## src/hdl/dip_pkg.sv

```systemverilog
package dip_pkg;

  localparam int CharWidth  = 8;
  localparam int ValueWidth = 32;
  // Digit accumulation: 32-bit magnitude times ten plus a digit fits in 36 bits.
  localparam int AccWidth   = ValueWidth + 4;

  localparam logic [CharWidth-1:0] CH_NUL   = 8'h00;
  localparam logic [CharWidth-1:0] CH_SPACE = 8'h20;
  localparam logic [CharWidth-1:0] CH_TAB   = 8'h09;
  localparam logic [CharWidth-1:0] CH_LF    = 8'h0A;
  localparam logic [CharWidth-1:0] CH_VT    = 8'h0B;
  localparam logic [CharWidth-1:0] CH_FF    = 8'h0C;
  localparam logic [CharWidth-1:0] CH_CR    = 8'h0D;
  localparam logic [CharWidth-1:0] CH_MINUS = 8'h2D;
  localparam logic [CharWidth-1:0] CH_PLUS  = 8'h2B;
  localparam logic [CharWidth-1:0] CH_ZERO  = 8'h30;
  localparam logic [CharWidth-1:0] CH_NINE  = 8'h39;

  localparam logic [ValueWidth-1:0] MaxPositive = 32'h7FFF_FFFF;
  localparam logic [ValueWidth-1:0] MaxNegative = 32'h8000_0000;
  localparam logic [ValueWidth-1:0] Saturated   = 32'hFFFF_FFFF;

  typedef enum logic [1:0] {
    PH_SKIP   = 2'd0,
    PH_SIGN   = 2'd1,
    PH_DIGITS = 2'd2,
    PH_REJECT = 2'd3
  } phase_t;

  typedef struct packed {
    phase_t                phase;
    logic                  negative;
    logic [ValueWidth-1:0] magnitude;
    logic                  too_large;
  } parse_state_t;

  typedef struct packed {
    logic                  well_formed;
    logic [ValueWidth-1:0] value;
  } parse_result_t;

  localparam parse_state_t StateReset = '{
    phase:     PH_SKIP,
    negative:  1'b0,
    magnitude: '0,
    too_large: 1'b0
  };

  function automatic logic is_blank(input logic [CharWidth-1:0] c);
    return (c == CH_SPACE) || (c == CH_TAB) || (c == CH_LF) ||
           (c == CH_VT) || (c == CH_FF) || (c == CH_CR);
  endfunction

  function automatic logic is_digit(input logic [CharWidth-1:0] c);
    return (c >= CH_ZERO) && (c <= CH_NINE);
  endfunction

endpackage

```

## src/hdl/dip_step.sv

```systemverilog
module dip_step (
  input  dip_pkg::parse_state_t            cur,
  input  logic [dip_pkg::CharWidth-1:0]    char_byte,
  output dip_pkg::parse_state_t            nxt,
  output dip_pkg::parse_result_t           result
);
  import dip_pkg::*;

  logic [AccWidth-1:0]   acc;
  logic                  acc_over;
  parse_state_t          digit_state;

  // Multiply by ten as (m << 3) + (m << 1), then add the digit.
  always_comb begin
    acc = {1'b0, cur.magnitude, 3'b0} + {3'b0, cur.magnitude, 1'b0} +
          {{(AccWidth-4){1'b0}}, char_byte[3:0]};
    acc_over = cur.too_large || (acc[AccWidth-1:ValueWidth] != 4'b0);
    digit_state           = cur;
    digit_state.phase     = PH_DIGITS;
    digit_state.too_large = acc_over;
    digit_state.magnitude = acc_over ? Saturated : acc[ValueWidth-1:0];
  end

  // Next state.
  always_comb begin
    nxt = cur;
    if (char_byte == CH_NUL) begin
      nxt = StateReset;
    end else begin
      unique case (cur.phase)
        PH_SKIP: begin
          if (is_blank(char_byte)) begin
            nxt = cur;
          end else if ((char_byte == CH_PLUS) || (char_byte == CH_MINUS)) begin
            nxt.negative = (char_byte == CH_MINUS);
            nxt.phase    = PH_SIGN;
          end else if (is_digit(char_byte)) begin
            nxt = digit_state;
          end else begin
            nxt.phase = PH_REJECT;
          end
        end
        PH_SIGN, PH_DIGITS: begin
          if (is_digit(char_byte)) begin
            nxt = digit_state;
          end else begin
            nxt.phase = PH_REJECT;
          end
        end
        default: begin
          nxt = cur;
        end
      endcase
    end
  end

  // Result, meaningful only when the word is the terminating zero byte.
  always_comb begin
    result.well_formed = 1'b0;
    result.value       = '0;
    if ((cur.phase == PH_DIGITS) && !cur.too_large) begin
      if (cur.negative) begin
        if (cur.magnitude <= MaxNegative) begin
          result.well_formed = 1'b1;
          result.value       = '0 - cur.magnitude;
        end
      end else if (cur.magnitude <= MaxPositive) begin
        result.well_formed = 1'b1;
        result.value       = cur.magnitude;
      end
    end
  end

endmodule

```

## src/hdl/decimal_int32_parser.sv

```systemverilog
// A word accepted on s_axis passes the input register, then the parse step feeding
// the result register that drives m_axis. Throughput: one character per cycle,
// but a zero byte stalls while a result waits; the multiply by ten is shift-add in
// the step logic, and the result register lets other characters flow meanwhile.
// Reset clears the parse state and both valid flags; no result is pending.
module decimal_int32_parser (
  input  logic        clk,
  input  logic        rst,
  input  logic        s_axis_tvalid,
  output logic        s_axis_tready,
  input  logic [7:0]  s_axis_tdata,   // [7:0] char_byte
  output logic        m_axis_tvalid,
  input  logic        m_axis_tready,
  output logic [31:0] m_axis_tdata,   // [31:0] value
  output logic        m_axis_tuser    // [0] well_formed
);
  import dip_pkg::*;

  logic                 in_valid;
  logic [CharWidth-1:0] in_byte;
  parse_state_t         st;
  parse_state_t         st_next;
  parse_result_t        step_result;
  parse_result_t        res;
  logic                 res_valid;
  logic                 in_is_end;
  logic                 advance;

  dip_step u_step (
    .cur       (st),
    .char_byte (in_byte),
    .nxt       (st_next),
    .result    (step_result)
  );

  assign in_is_end = (in_byte == CH_NUL);
  // A zero byte may only leave the input register when the result register is free.
  assign advance = in_valid && (!in_is_end || !res_valid || m_axis_tready);
  assign s_axis_tready = !in_valid || advance;

  always_ff @(posedge clk) begin
    if (rst) begin
      in_valid <= 1'b0;
    end else if (s_axis_tready) begin
      in_valid <= s_axis_tvalid;
    end
  end

  always_ff @(posedge clk) begin
    if (s_axis_tready && s_axis_tvalid) begin
      in_byte <= s_axis_tdata;
    end
  end

  always_ff @(posedge clk) begin
    if (rst) begin
      st <= StateReset;
    end else if (advance) begin
      st <= st_next;
    end
  end

  always_ff @(posedge clk) begin
    if (rst) begin
      res_valid <= 1'b0;
    end else if (advance && in_is_end) begin
      res_valid <= 1'b1;
    end else if (m_axis_tready) begin
      res_valid <= 1'b0;
    end
  end

  always_ff @(posedge clk) begin
    if (advance && in_is_end) begin
      res <= step_result;
    end
  end

  assign m_axis_tvalid = res_valid;
  assign m_axis_tdata  = res.value;
  assign m_axis_tuser  = res.well_formed;

endmodule

```

## config.mk

```make
export PLATFORM = sky130hd
export DESIGN_NAME = decimal_int32_parser
export DESIGN_NICKNAME = d
export VERILOG_FILES = /design/src/hdl/dip_pkg.sv /design/src/hdl/dip_step.sv /design/src/hdl/decimal_int32_parser.sv
export SDC_FILE = /design/constraint.sdc
export NUM_CORES = 1
export LEC_CHECK = 0
export BUFFER_PORTS_ARGS = -buffer_cell sky130_fd_sc_hd__buf_2
export CAP_MARGIN = 10
export CORE_UTILIZATION = 55
export CTS_CLUSTER_SIZE = 8
export DETAILED_ROUTE_END_ITERATION = 10
export GPL_TIMING_DRIVEN = 0
export PLACE_DENSITY = 0.73
export SLEW_MARGIN = 20
export SYNTH_ARGS = -nofsm -noshare
export SYNTH_HDL_FRONTEND = slang
export SYNTH_SLANG_ARGS = --single-unit
```

## constraint.sdc

```tcl
create_clock -name clk -period 3.85 [get_ports clk]
set_input_delay 0.77 -clock clk [delete_from_list [all_inputs] [get_ports clk]]
set_output_delay 0.77 -clock clk [all_outputs]
set_load 0.01 [all_outputs]
```

==> results of run 1 <==
## power by group through the flow
stage | combinational (uW) | sequential [uW] | clock (uW)
finish | 178 | 907 | 573
global route | 196 | 908 | 613
CTS | 170 | 908 | 580
detailed placement | 170 | 928 | 0
global placement | 164 | 927 | 0
floorplan | 131 | 922 | 0
## area by class of cell
| cell class | count | area [um2] |
|---|---|---|
| plain buffers | 27 | 133 |
| clock buffers | 9 | 124 |
| clock inverters | 7 | 48.8 |
| fillers | 977 | 3980 |
| inverters | 20 | 77.6 |
| multi-input cells | 589 | 3950 |
| flip-flops and latches | 79 | 2000 |
| well taps | 140 | 175 |
| repair buffers | 55 | 313 |
## repair_timing
| item | in CTS | in global routing |
|---|---|---|
| endpoints found under the setup margin | 33 | 33 |
| resized for setup | 3 | 11 |
| setup buffers | 4 | 5 |
| cloned | 0 | 0 |
| hold buffers | 0 | 0 |
| pin swaps | 4 | 4 |
| hold endpoints to repair | 0 | 0 |
## final timing paths
path	start	end	slack, ns	cells after the start
worst min-delay path	st[0]$_SDFFE_PP0P_	st[0]$_SDFFE_PP0P_	0.48	2
worst max-delay path	st[1]$_SDFFE_PP0P_	st[17]$_SDFFE_PP0P_	0.1	13
worst min register to register	st[0]$_SDFFE_PP0P_	st[0]$_SDFFE_PP0P_	0.48	2
worst max register to register	st[1]$_SDFFE_PP0P_	st[17]$_SDFFE_PP0P_	0.1	13
## layer usage
layer | global-route usage | part of all wire | vias up
li1 | - | - | 2800
met1 | 0.382 | 0.44 | 2706
met2 | 0.503 | 0.48 | 199
met3 | 0.0340 | 0.049 | 34
met4 | 0.116 | 0.026 | 0
met5 | 0 | 0 | -
## per-stage QoR
stage	instances	utilization
2_1_floorplan	715	-
4_1_cts	921	0.623
5_1_grt	926	0.631
3_5_place_dp	901	0.603
6_report	926	0.631
3_3_place_gp	900	0.601
## registers in the layout, indices dropped and copies added, names as in the netlist
register and flops:
m_axis_tvalid 1, st 36, in_byte 8, m_axis_tuser 1, m_axis_tdata 32, in_valid 1
## kinds of logic after synthesis
logic type,Yosys count,synth area share
mux,3,0.00576
fa+ha+maj,68,0.142
simple gates,261,0.210
buf+inv,47,0.0342
xor+xnor,33,0.0488
compound gates,224,0.231
flops,79,0.328
## worst reg2reg max path, stage by stage (launching register included)
cell and delay [ns]:
dfxtp_2 0.40, inv_4 0.08, fa_1 0.49, fa_2 0.42, and2b_2 0.26, o2111ai_4 0.17
a2111oi_4 0.45, nor3_4 0.12, o221a_2 0.28, mux2i_2 0.22, o2111ai_4 0.19, buf_4 0.20
o31ai_1 0.24, a21oi_1 0.09
## synthesized netlist by cell type (3+ instances only)
library cell  instances  area share
a22oi_1               3      0.0037
nand3_1              17       0.014
or3_4                 5      0.0093
o21a_1                5      0.0062
o21ai_0              52       0.043
nor2b_1               4      0.0041
buf_6                 3      0.0056
nand4_1              10       0.010
a311oi_1             10       0.014
buf_2                 7      0.0058
a21oi_1              80       0.066
a211o_1               3      0.0043
ha_1                 66        0.14
nand2b_1              4      0.0041
nor4_1                3      0.0031
and2_1                3      0.0031
xor2_1               11       0.016
o31ai_1               8      0.0099
o21bai_1              4      0.0049
a211oi_1              4      0.0049
xnor2_1              21       0.030
nor2_1               83       0.051
edfxtp_1             41        0.20
nor3_1               25       0.021
or3_1                 7      0.0072
or4_1                 3      0.0037
nand2_1              75       0.046
a21o_1                8      0.0099
dfxtp_1              38        0.13
a31oi_1              23       0.024
inv_1                20       0.012
and3_1                5      0.0051
a221oi_1              4      0.0058
a21boi_0              3      0.0037
clkbuf_1             17       0.010
==> flow_metrics.py, run 1 <==
metrics = {
    "outcome": {
        "status": "finished clean",
    },
    "logic_synthesis": {
        "ys_ff_latch": 79,
        "async_flop_share": 0,
        "syn_avg_cell_area_um2": 8.50,
        "ys.flop_type": "edfxtp_1",
        "syn_nets": 795,
        "yosysSeqAreaShare": 0.328,
        "yosysWarnings": 0,
        "synth_cell_types": 69,
        "syn-instance-count": 715,
        "netlist_area_mm2": 0.00608,
        "synth_enable_flop_cells": 41,
    },
    "routing": {
        "via_per_inst": 6.20,
        "drc_errors": 0,
        "wl_per_cell_um": 17.7,
        "ant_nets": 0,
        "dr.pass1.iters": 5,
        "drt-initial-drc-count": 515,
        "vias": 5739,
        "wirelength_um": 16400,
    },
    "power_and_ir_drop": {
        "power_uw": 1660,
        "p_sw_uw": 463,
        "p_seq_frac": 0.547,
        "combPwrFrac": 0.107,
        "power_frac_clock": 0.346,
        "ir_drop_v": 0.000194,
        "cellPowerDensity_mw_per_mm2": 243,
        "power.leakage_uw": 0.00289,
        "p_int_uw": 1190,
        "switching_share": 0.279,
    },
    "clocking": {
        "insertion_delay_ns": 0.37,
        "cts_buffer_depth": 2,
        "cts_tree": "yes",
        "cts_htree_levels": 3,
        "cts-root-buf": "clkbuf_8",
        "cts.sinks": 79,
        "clk_pin_slew_worst_paths_ns": 0.08,
        "cts_made_buffers": 9,
    },
    "sta": {
        "finClkSkew_ns": 0.0151,
        "fin_hold_ws_ns": 0.484,
        "slew_violations": 0,
        "tightest_slew_ns": 0.766,
        "setup_viol": 0,
        "fmax_mhz": 267,
        "fin_ws_ns": 0.0979,
        "fin_crit_sh": 0.975,
        "finalHoldViolCount": 0,
        "max_slew_margin": 0.487,
        "setup_tns_ns": 0,
        "period_minus_slack_ns": 3.75,
    },
    "setup_path": {
        "cp_slowest_cell": "fa_1",
        "cp_cell_sequence": "inv_4, fa_1, fa_2, and2b_2, o2111ai_4, a2111oi_4, nor3_4, o221a_2, mux2i_2, o2111ai_4, buf_4, o31ai_1, a21oi_1",
        "end_kind": "flop",
        "crit_buf_inv": 2,
        "cp.required_ns": 4.08,
        "path_delay_family": "compound AO/OA/AOI/OAI gates",
        "crit_arrival_ns": 3.98,
        "cp_max_fo": 5,
        "crit_type": "reg -> reg",
        "crit_path_max_incr_delay_ns": 0.49,
        "critPathMostFrequentCell": "o2111ai_4",
        "startpoint_type": "flop",
    },
    "global_routing": {
        "grt_pass1_wl_um": 26300,
        "antenna_found_initial": 0,
        "grt_overflow": 0,
        "grt_pass1_vias": 5382,
        "grt_usage": 0.296,
        "grt_max_degree": 33,
    },
    "hold_path": {
        "hold_class": "reg -> reg",
    },
    "run": {
        "maxCapViolCount": 0,
    },
    "finish": {
        "fin_nets": 861,
        "mostFrequentLayoutCells": "nor2_1, a21oi_1, nand2_1",
        "fin_area_mm2": 0.00682,
        "area_growth_pct": 12.1,
        "drive_above_1_share": 0.148,
        "n_antenna_cell": 0,
        "final_common_cell": "nor2_1",
    },
    "die": {
        "die_h_um": 107,
        "ios": 47,
        "die-area_mm2": 0.0115,
        "core_mm2": 0.0108,
        "initial_core_util": 0.563,
        "placementRows": 38,
        "die_w_um": 107,
    },
    "place": {
        "dp_slack_ns": -0.384,
        "gp_congestion": 0.922,
        "io_buffers": 45,
        "placed_area_mm2": 0.00651,
        "dp_hpwl_um": 12600,
    },
}
Note: power is estimated with default switching activity, not from simulation.
==> run 2, diff against run 1 <==
--- a/config.mk
+++ b/config.mk
@@ -11,6 +11,7 @@
 export CTS_CLUSTER_SIZE = 8
 export DETAILED_ROUTE_END_ITERATION = 10
 export GPL_TIMING_DRIVEN = 0
+export MAX_ROUTING_LAYER = met4
 export PLACE_DENSITY = 0.73
 export SLEW_MARGIN = 20
 export SYNTH_ARGS = -nofsm -noshare
==> flow_metrics.py, run 2 (same netlist as run 1, synthesis figures left out) <==
metrics = {
    "finish": {
        "mostFrequentLayoutCells": "nor2_1, a21oi_1, nand2_1",
        "fin_cells": 924,
        "area_growth_pct": 12.1,
        "final_common_cell": "nor2_1",
        "largest_reg_flops": 36,
        "n_antenna_cell": 0,
        "drive_above_1_share": 0.143,
        "num-fill-cells": 907,
        "fin_nets": 859,
        "finish.utilization": 0.632,
        "top_register": "st",
    },
    "global_routing": {
        "grt_usage": 0.301,
        "grt_pass1_wl_um": 26200,
        "grt_max_degree": 33,
        "grt_overflow": 0,
        "antenna_found_initial": 0,
        "grt_pass1_vias": 5344,
    },
    "sta": {
        "setup_tns_ns": 0,
        "setup_viol": 0,
        "fin_crit_sh": 0.967,
        "fmax_mhz": 269,
        "period_minus_slack_ns": 3.72,
        "tightest_slew_ns": 0.786,
        "finClkSkew_ns": 0.0144,
        "slew_violations": 0,
        "finalHoldViolCount": 0,
        "max_slew_margin": 0.474,
    },
    "clocking": {
        "cts_buffer_depth": 2,
        "cts_htree_levels": 3,
        "insertion_delay_ns": 0.36,
        "cts.sinks": 79,
        "cts_made_buffers": 9,
        "clk_pin_slew_worst_paths_ns": 0.09,
        "cts-root-buf": "clkbuf_8",
        "cts_tree": "yes",
    },
    "setup_path": {
        "cp.required_ns": 4.08,
        "crit_buf_inv": 1,
        "worst-path-stages": 12,
        "crit_type": "reg -> reg",
        "startpoint_type": "flop",
        "timing.rr.start": "st[11]$_SDFFE_PP0P_",
        "end_kind": "flop",
        "crit_path_max_incr_delay_ns": 0.55,
        "crit_arrival_ns": 3.96,
        "path_delay_family": "compound AO/OA/AOI/OAI gates",
        "cp_max_fo": 7,
        "reg2regPathDepth": 12,
        "cp_slowest_cell": "dfxtp_1",
        "cp_cell_sequence": "ha_1, ha_1, a211o_1, a21oi_1, a211oi_1, nor3_2, o221a_2, mux2i_4, o2111ai_4, buf_4, o31ai_1, a21oi_1",
        "crit_start": "st[11]$_SDFFE_PP0P_",
    },
    "hold_path": {
        "hold_start": "st[0]$_SDFFE_PP0P_",
        "hold_class": "reg -> reg",
        "whs_path_depth": 2,
    },
    "die": {
        "initial_core_util": 0.563,
        "die_w_um": 107,
        "ios": 47,
        "die-area_mm2": 0.0115,
        "die_h_um": 107,
        "core_mm2": 0.0108,
        "placementRows": 38,
    },
    "power_and_ir_drop": {
        "p_int_uw": 1260,
        "power_frac_clock": 0.365,
        "p_sw_uw": 446,
        "power_uw": 1710,
        "cellPowerDensity_mw_per_mm2": 250,
        "p_seq_frac": 0.532,
        "switching_share": 0.262,
        "combPwrFrac": 0.103,
        "power.leakage_uw": 0.00290,
        "ir_drop_v": 0.000173,
    },
    "place": {
        "dp.cells": 901,
        "io_buffers": 45,
        "dp_hpwl_um": 12800,
        "gp_congestion": 0.945,
    },
    "routing": {
        "ant_nets": 0,
        "dr.pass1.iters": 5,
        "drt-initial-drc-count": 477,
        "vias": 5687,
        "wirelength_um": 16400,
        "drc_errors": 0,
        "wl_per_cell_um": 17.7,
        "via_per_inst": 6.15,
    },
    "outcome": {
        "status": "finished clean",
    },
    "run": {
        "maxCapViolCount": 0,
    },
}
-- run 2: routing by layer --
layer  wire (um)  GRT usage  vias up
met3         995     0.0419       25
met2        7850      0.486      200
met4         379      0.126        0
met5           0          -        -
met1        7170      0.380     2671
li1            -          -     2791
-- run 2: worst register-to-register path, delay by kind of cell (launching register included) --
kind	cells	cell delay, ns
AO/OA/AOI/OAI	7	1.53
adder cells (fa/ha/maj)	2	0.70
flip-flops	1	0.55
AND/OR/NAND/NOR	1	0.36
multiplexers	1	0.25
buffers and inverters	1	0.20
-- run 2: final timing paths --
path | end | slack (ns)
worst min register to register | st[0]$_SDFFE_PP0P_ | 0.47
worst max-delay path | st[18]$_SDFFE_PP0P_ | 0.13
worst min-delay path | st[0]$_SDFFE_PP0P_ | 0.47
worst max register to register | st[18]$_SDFFE_PP0P_ | 0.13
-- run 2: cell type report --
| type | instances | area, um2 | share of cell area |
|---|---|---|---|
| multi-input combinational | 589 | 3950 | 0.579 |
| sequential | 79 | 2000 | 0.293 |
| timing repair buffer | 53 | 298 | 0.0437 |
| tap | 140 | 175 | 0.0257 |
| buffer | 27 | 133 | 0.0195 |
| clock buffer | 11 | 131 | 0.0193 |
| inverter | 20 | 77.6 | 0.0114 |
| clock inverter | 5 | 58.8 | 0.00863 |
-- run 2: timing repair --
action,CTS,global route
setup buffers,4,3
setup endpoints to repair,33,33
pin swaps,4,5
resized for setup,4,10
hold buffers,0,0
-- run 2: power groups by stage --
stage,Combinational (uW),Clock (uW),Sequential (uW)
final,175,623,907
after global routing,193,660,908
after CTS,173,630,908
after detailed placement,171,0,928
after global placement,165,0,927
after floorplan,131,0,922
-- run 2: through the flow --
step	hold WS, ns	worst slack (ns)	cell area (um2)
after floorplan	0.453	0.324	6080
after global placement	0.466	-0.423	6480
after detailed placement	0.470	-0.426	6510
after CTS	0.475	0.0431	6740
after global routing	0.504	-0.0241	6820
final	0.474	0.126	6820
==> run 3, diff against run 2 <==
--- a/config.mk
+++ b/config.mk
@@ -7,12 +7,11 @@
 export LEC_CHECK = 0
 export BUFFER_PORTS_ARGS = -buffer_cell sky130_fd_sc_hd__buf_2
 export CAP_MARGIN = 10
-export CORE_UTILIZATION = 55
+export CORE_UTILIZATION = 61
 export CTS_CLUSTER_SIZE = 8
 export DETAILED_ROUTE_END_ITERATION = 10
-export GPL_TIMING_DRIVEN = 0
 export MAX_ROUTING_LAYER = met4
-export PLACE_DENSITY = 0.73
+export PLACE_DENSITY = 0.8
 export SLEW_MARGIN = 20
 export SYNTH_ARGS = -nofsm -noshare
 export SYNTH_HDL_FRONTEND = slang
==> flow_metrics.py, run 3 (same netlist as run 1, synthesis figures left out) <==
metrics = {
    "clocking": {
        "cts_tree": "yes",
        "clk_pin_slew_worst_paths_ns": 0.09,
        "cts_htree_levels": 3,
        "hold_buffers": 0,
        "cts-root-buf": "clkbuf_8",
        "cts.sinks": 79,
        "insertion_delay_ns": 0.37,
        "cts_buffer_depth": 2,
        "cts_made_buffers": 9,
    },
    "setup_path": {
        "cp.required_ns": 4.09,
        "startpoint_type": "flop",
        "timing.rr.start": "in_byte[2]$_DFFE_PP_",
        "end_kind": "flop",
        "crit_path_max_incr_delay_ns": 0.50,
        "cp_max_fo": 8,
        "crit_type": "reg -> reg",
        "reg2regPathDepth": 14,
        "r2r_end": "st[17]$_SDFFE_PP0P_",
        "crit_start": "in_byte[2]$_DFFE_PP_",
        "crit_arrival_ns": 3.95,
        "cp_slowest_cell": "edfxtp_1",
        "critPathMostFrequentCell": "o2111ai_4",
        "crit_buf_inv": 2,
        "reg2reg_slack_ns": 0.14,
        "path_delay_family": "compound AO/OA/AOI/OAI gates",
        "cp_cell_sequence": "ha_4, ha_1, inv_1, fa_2, and2b_2, o2111ai_4, a2111oi_4, nor3_4, o221a_2, mux2i_2, o2111ai_4, buf_6, o31ai_1, a21oi_1",
    },
    "power_and_ir_drop": {
        "power_frac_clock": 0.372,
        "switching_share": 0.258,
        "combPwrFrac": 0.103,
        "cellPowerDensity_mw_per_mm2": 253,
        "power_uw": 1720,
        "p_seq_frac": 0.525,
        "p_sw_uw": 445,
        "ir_drop_v": 0.000161,
        "p_int_uw": 1280,
        "power.leakage_uw": 0.00290,
    },
    "outcome": {
        "status": "finished clean",
    },
    "hold_path": {
        "whs_path_depth": 2,
        "hold_start": "st[0]$_SDFFE_PP0P_",
        "whs_endpoint": "st[0]$_SDFFE_PP0P_",
        "hold_class": "reg -> reg",
    },
    "sta": {
        "rsz0062_at_grt": "no",
        "fin_ws_ns": 0.140,
        "setup_tns_ns": 0,
        "setup_viol": 0,
        "finClkSkew_ns": 0.0137,
        "fin_crit_sh": 0.964,
        "slew_violations": 0,
        "period_minus_slack_ns": 3.71,
        "fmax_mhz": 270,
        "max_slew_margin": 0.473,
        "finalHoldViolCount": 0,
        "tightest_slew_ns": 0.786,
    },
    "finish": {
        "mostFrequentLayoutCells": "nor2_1, a21oi_1, nand2_1",
        "final_common_cell": "nor2_1",
        "largest_reg_flops": 36,
        "drive_above_1_share": 0.155,
        "n_antenna_cell": 0,
        "num-fill-cells": 825,
        "area_growth_pct": 12.1,
        "multi_input_area_mm2": 0.00395,
        "register_area_mm2": 0.00199,
        "fin_nets": 849,
        "top_register": "st",
    },
    "die": {
        "die_h_um": 102,
        "placementRows": 36,
        "core_mm2": 0.00973,
        "ios": 47,
        "die_w_um": 102,
        "initial_core_util": 0.625,
        "die-area_mm2": 0.0104,
    },
    "run": {
        "maxCapViolCount": 0,
    },
    "routing": {
        "wl_per_cell_um": 17.3,
        "wirelength_um": 15700,
        "drc_errors": 0,
        "drt-initial-drc-count": 477,
        "dr.pass1.iters": 5,
        "vias": 5716,
        "via_per_inst": 6.30,
        "ant_nets": 0,
    },
    "place": {
        "dp_slack_ns": 0.110,
        "dp_hpwl_um": 11800,
        "io_buffers": 46,
        "gp_congestion": 0.975,
    },
    "global_routing": {
        "grt_usage": 0.326,
        "antenna_found_initial": 0,
        "grt_max_degree": 43,
        "grt_pass1_vias": 5125,
        "grt_overflow": 0,
        "grt_pass1_wl_um": 25300,
    },
}
-- run 3: repair_timing --
item,4_1_cts,5_1_grt
buffers inserted,0,3
hold endpoints to repair,0,0
endpoints found under the setup margin,0,33
gates resized for setup,0,10
-- run 3: worst min-delay path, cell delays in order, from the launching register on --
cell	delay [ns]
dfxtp_1	0.34
nand2_1	0.07
o32ai_1	0.07
-- run 3: how the worst max path moves through the flow --
| stage | endpoint | slack, ns | cells past startpoint |
|---|---|---|---|
| after floorplan | st[16]$_SDFFE_PP0P_ | 0.32 | 13 |
| after global placement | st[9]$_SDFFE_PP0P_ | 0.25 | 13 |
| after detailed placement | st[6]$_SDFFE_PP0P_ | 0.11 | 13 |
| after CTS | st[6]$_SDFFE_PP0P_ | 0.07 | 13 |
| after global routing | st[17]$_SDFFE_PP0P_ | 0.02 | 14 |
| final | st[17]$_SDFFE_PP0P_ | 0.14 | 14 |
-- run 3: power groups by stage --
stage	combinational, uW	clock [uW]	sequential [uW]
after CTS	172	647	905
after global placement	165	0	924
after detailed placement	171	0	925
after global routing	197	681	908
after floorplan	131	0	922
final	177	642	906
-- run 3: final cells by class --
type | instances | area share
Sequential cell | 79 | 0.292
Timing Repair Buffer | 70 | 0.0644
Clock inverter | 5 | 0.00826
Tap cell | 133 | 0.0244
Clock buffer | 11 | 0.0207
Multi-Input combinational cell | 589 | 0.579
Inverter | 20 | 0.0110
-- run 3: per-stage QoR --
stage	std cells	utilization	area (um2)	hold slack [ns]
after CTS	904	0.692	6730	0.524
after global routing	907	0.701	6820	0.559
final	907	0.701	6820	0.533
after detailed placement	888	0.672	6540	0.509
after global placement	888	0.672	6540	0.503
after floorplan	715	-	6080	0.453
-- run 3: routing by layer --
metal	vias to the layer above	GRT usage	part of all wire
met5	-	-	0
met4	0	0.114	0.022
met3	32	0.0492	0.073
met2	238	0.515	0.47
met1	2674	0.427	0.44
li1	2772	-	-
